$ cat src/rtl/mts_ram.sv
// ----------------------------------------------------------------------------
// mts_ram
// simple dual port ram, one write and one registered read per cycle
// ----------------------------------------------------------------------------
module mts_ram #(
  parameter int WIDTH = 32,
  parameter int DEPTH = 128,
  localparam int AW   = (DEPTH > 1) ? $clog2(DEPTH) : 1
) (
  input  logic             clk,
  input  logic             wr_en,
  input  logic [AW-1:0]    wr_addr,
  input  logic [WIDTH-1:0] wr_data,
  input  logic             rd_en,
  input  logic [AW-1:0]    rd_addr,
  output logic [WIDTH-1:0] rd_data
);

  logic [WIDTH-1:0] mem [DEPTH];

  always_ff @(posedge clk) begin
    if (wr_en) begin
      mem[wr_addr] <= wr_data;
    end
  end

  always_ff @(posedge clk) begin
    if (rd_en) begin
      rd_data <= mem[rd_addr];
    end
  end

endmodule

$ cat config.mk
export PLATFORM = sky130hd
export DESIGN_NAME = mts_ram
export DESIGN_NICKNAME = d
export VERILOG_FILES = /design/src/rtl/mts_ram.sv
export SDC_FILE = /design/constraint.sdc
export NUM_CORES = 2
export LEC_CHECK = 0
export CORE_UTILIZATION = 55
export CTS_CLUSTER_SIZE = 14
export DETAILED_ROUTE_END_ITERATION = 10
export DONT_BUFFER_PORTS = 1
export PLACE_DENSITY = 0.78
export SLEW_MARGIN = 15
export SYNTH_ARGS = -nofsm -noshare
export SYNTH_HDL_FRONTEND = slang
export SYNTH_SLANG_ARGS = --single-unit
$ cat constraint.sdc
create_clock -name clk -period 3.79 [get_ports clk]
set_clock_uncertainty 0.2 [all_clocks]
set_input_delay 0.379 -clock clk [delete_from_list [all_inputs] [get_ports clk]]
set_output_delay 0.379 -clock clk [all_outputs]
set_load 0.005 [all_outputs]
* After elaboration in Yosys (flattened, before gate mapping)
Memory sizes are Yosys's and may differ from the RTL's. A register that Yosys moved wholly into a read port is not among the register bits.
Index checks and enable logic that the tools add are counted.
** Word-level totals
- Bits in writable memories :: 4096
- Memories :: 1
- Input port bits :: 49
- Output and inout bits :: 32
- Flip-flop bits (word level) :: 0
- Logic and storage cells :: 3
** Memories
- mem :: depth 128, bits a word 32, read ports 1, clocked after memory_dff 1, wr ports 1, RTL line 19 : logic [WIDTH-1:0] mem [DEPTH];
** Cells by class
- Mux-type cells :: 2
** Operators with widths (count)
- $mux 1 :: 2

* Logic depth before layout (Yosys ltp)
- Word-level depth :: 2
- Depth in mapped cells :: 8
- Gate-level depth less buffers :: 4

* Least setup slack after synthesis
Ideal clock, no wire load.
- Path kind :: input to register
- Start :: input port wr_en
- End :: memory mem[98][0] (enable)
- Path buffers :: 1
- Library setup time :: 0.461 ns
- Stages on the path :: 3
- Data arrival time :: 3.157 ns
- Path slack :: -0.028 ns
- Data required time :: 3.129 ns
- Cell sequence :: clkbuf_1 > nand4_1 > nor3_1
** Between the ends
- Cells in the longest elaborated chain, start to end :: 2
** Ends and longest elaborated chain
- start: declaration :: RTL line 11 : input logic wr_en,
- $mux 1 :: RTL line 22 : if (wr_en) begin
- $mux 1 (implied by the code) :: RTL line 23 : mem[wr_addr] <= wr_data;
- end: declaration :: RTL line 19
Every way passes these cells.

==> metrics.csv <==
metric,value,unit
final period utilization,98.7,%
depth of the most critical reg-to-reg path,4,
switching pwr,0.0211,W
Total Power,0.0949,W
Worst Setup End Kind,flop,
Synth top area share,79.2,%
FF-to-FF End,rd_data[24]$_DFFE_PP_,
drc violations,0,
maxcap violations,0,
PwrDens,532,nW/µm²
Core Area,283000,µm²
"Clk pin slew, worst setup/hold paths",0.07,ns
post-synthesis compound-gate area fraction,0,%
fraction of layout cells with a size suffix above 1,34.3,%
Cells after Synth,5990,
reg-to-reg startpoint,mem[7][24]$_DFFE_PP_,
adder-cell share of the synthesized area,0,%
syn nets,6039,
crit path time final,3.74,ns
CP Class,primary input to flop,
Layout Area Growth over Synthesis,13.9,%
worst-case clock buffer depth,4,
status,"complete, no violations",
commonest cells in the netlist,"edfxtp_1, mux4_2, clkbuf_1",
Avg Inst Size Synth,26.1,µm²
Iter 0 DRT Violations,15001,
post-synth cell types,16,
vias in the first global route,77184,
largest net degree at the start of global routing,1025,
post-synthesis mux area share,19.6,%
CP Max Fanout,142,
R2R Setup Slk,0.60,ns
CTS sink cnt,4128,
"Setup violations, final",0,
XOR/XNOR Fraction of Synth Area,0,%
global-route wire length before repair,644000,µm
commonest register cell after synthesis,edfxtp_1,
HPWL Detailed,199000,µm
Die ar.,287000,µm²
clock share of power,41.4,%
Std-Cell Rows,195,
worst endpoint data arrival time,4.20,ns
CTS tree,done,
DRT Pass-1 Iters,7,
CTS Buf Count,394,
die width,536,µm
"IR drop worst, VDD",0.000455,V
Mapped Area,157000,µm²
Fin. Hold Viols,0,
final core occ,63.1,%
simple-gate portion of the synthesized area,0.445,%
Rel. slew slack,8.76,%
GRT Residual Overflow,0,
root buffer cell,clkbuf_16,
I/O pin cnt,81,
Synth area leaders,"edfxtp_1, mux4_2, clkbuf_1",
crit path capture,rd_data[24]$_DFFE_PP_,
Int Power,0.0738,W
number of flops mapped to enable cells by yosys,4128,
Initial Util,55.4,%
Fin Setup TNS,0,ns
sequential area share after synthesis,79.2,%
largest family of logic cells by synthesized area,multiplexers,
Ys Warns,0,
worst skew pair latency,0.99,ns
Final #Nets,6412,
Slew Limit Fails,0,
leakage,54.4,nW
"count leader, synth",edfxtp_1,
initial antenna violation count,55,
switching share of power,22.2,%
top achievable clock speed,0.267,GHz
Async SR Flop Fraction,0,%
Routed WL per cell,46.3,µm
Port-buffer cells,0,
Required @ worst endpoint,4.24,ns
GR Util All Layers,33.4,%
type of the tightest min-delay check,primary input to flop,
post-synth top area cell,edfxtp_1,
Comb power frac,5.2,%
critical path launch point type,primary input,
Total Wirelength,484000,µm
GP Congestion,0.826,
vias per inst,7.38,
Seq pwr share,53.4,%
Die H,536,µm
"flops & latches, synth",4128,
unrepaired setup endpoints after global routing,false,
Tightest Pin Transition,1.37,ns
Via Count,76970,
number of routed nets with antenna violations,0,
CP startpoint,rd_addr[2],
CTS H-Tree Depth,5,
## registers in the layout, indices dropped and copies added, names as in the netlist
register	count
mem	4096
rd_data	32
## cells by family after synthesis
family / count (synthesis)
flops: 4128
mux: 1376
buf+inv: 316
simple gates: 170
## worst min-delay path by stage
stage / slack [ns] / depth (start not counted) / start / end
2_1_floorplan: 0.28 / 0 / wr_data[0] / mem[0][0]$_DFFE_PP_
3_3_place_gp: 0.30 / 0 / wr_data[26] / mem[32][26]$_DFFE_PP_
3_5_place_dp: 0.30 / 0 / wr_data[11] / mem[8][11]$_DFFE_PP_
4_1_cts: 0.009 / 3 / rd_addr[1] / rd_data[6]$_DFFE_PP_
5_1_grt: 0.05 / 2 / wr_addr[0] / mem[13][8]$_DFFE_PP_
6_report: 0.03 / 4 / wr_addr[5] / mem[115][31]$_DFFE_PP_
## critical path, stage by stage
cell    delay, ns
buf_16       0.33
buf_16       0.42
buf_16       0.56
mux4_2       0.48
mux4_2       0.57
mux4_2       0.73
mux2_2       0.34
## cell usage in the layout (no fill, tap or decap), types with 4 or more instances in the layout
cell type	count
buf_12	99
buf_16	58
buf_4	67
bufbuf_16	11
bufinv_16	29
clkbuf_1	72
clkbuf_16	410
clkinv_1	99
clkinv_2	78
clkinv_8	4
clkinvlp_4	10
diode_2	20
dlygate4sd3_1	50
edfxtp_1	4128
inv_6	6
mux2_2	32
mux4_2	1344
nand2_1	14
nand3_1	8
nand3_2	4
nor2_4	119
nor2b_1	7
nor3_2	9
## final cells by class
type                       count  area [µm²]
fill                       16803      104000
timing repair buffer         293        5130
clock inverter               231        1930
clock buffer                 475       10400
sequential                  4128      124000
multi-input combinational   1546       32300
antenna                       20        50.0
tap                         3743        4680
## power groups by stage
stage	sequential [W]	clock (W)	combinational, W
6_report	0.0507	0.0393	0.00491
5_1_grt	0.0507	0.0407	0.00493
4_1_cts	0.0507	0.0389	0.00439
3_5_place_dp	0.0517	0	0.00316
3_3_place_gp	0.0516	0	0.00311
2_1_floorplan	0.0515	0	0.00243
## metrics by stage
stage	hold slack [ns]	area, µm²	cells	setup slack [ns]
global route	0.0509	178000	10421	0.0416
finish	0.0338	178000	10436	0.0474
floorplan	0.278	157000	5990	-0.0277
global placement	0.299	164000	9593	-2.32
detailed placement	0.296	164000	9593	-2.34
CTS	0.00894	178000	10401	0.0924
## what timing repair did
action                     4_1_cts  5_1_grt
hold endpoints to repair      4716        0
buffers inserted                 0        0
gates resized for setup          2        2
gates cloned                    15        8
setup endpoints to repair       32       32
hold buffers                    87        0
## per-layer routing
layer	global-route usage, %	vias up	share of wire (%)
met5	0	-	0.090
met4	20.7	46	7.3
met3	9.74	1548	15
met2	52.0	8148	47
met1	41.7	40051	30
li1	-	27177	-
(Power assumes the default switching activity.)
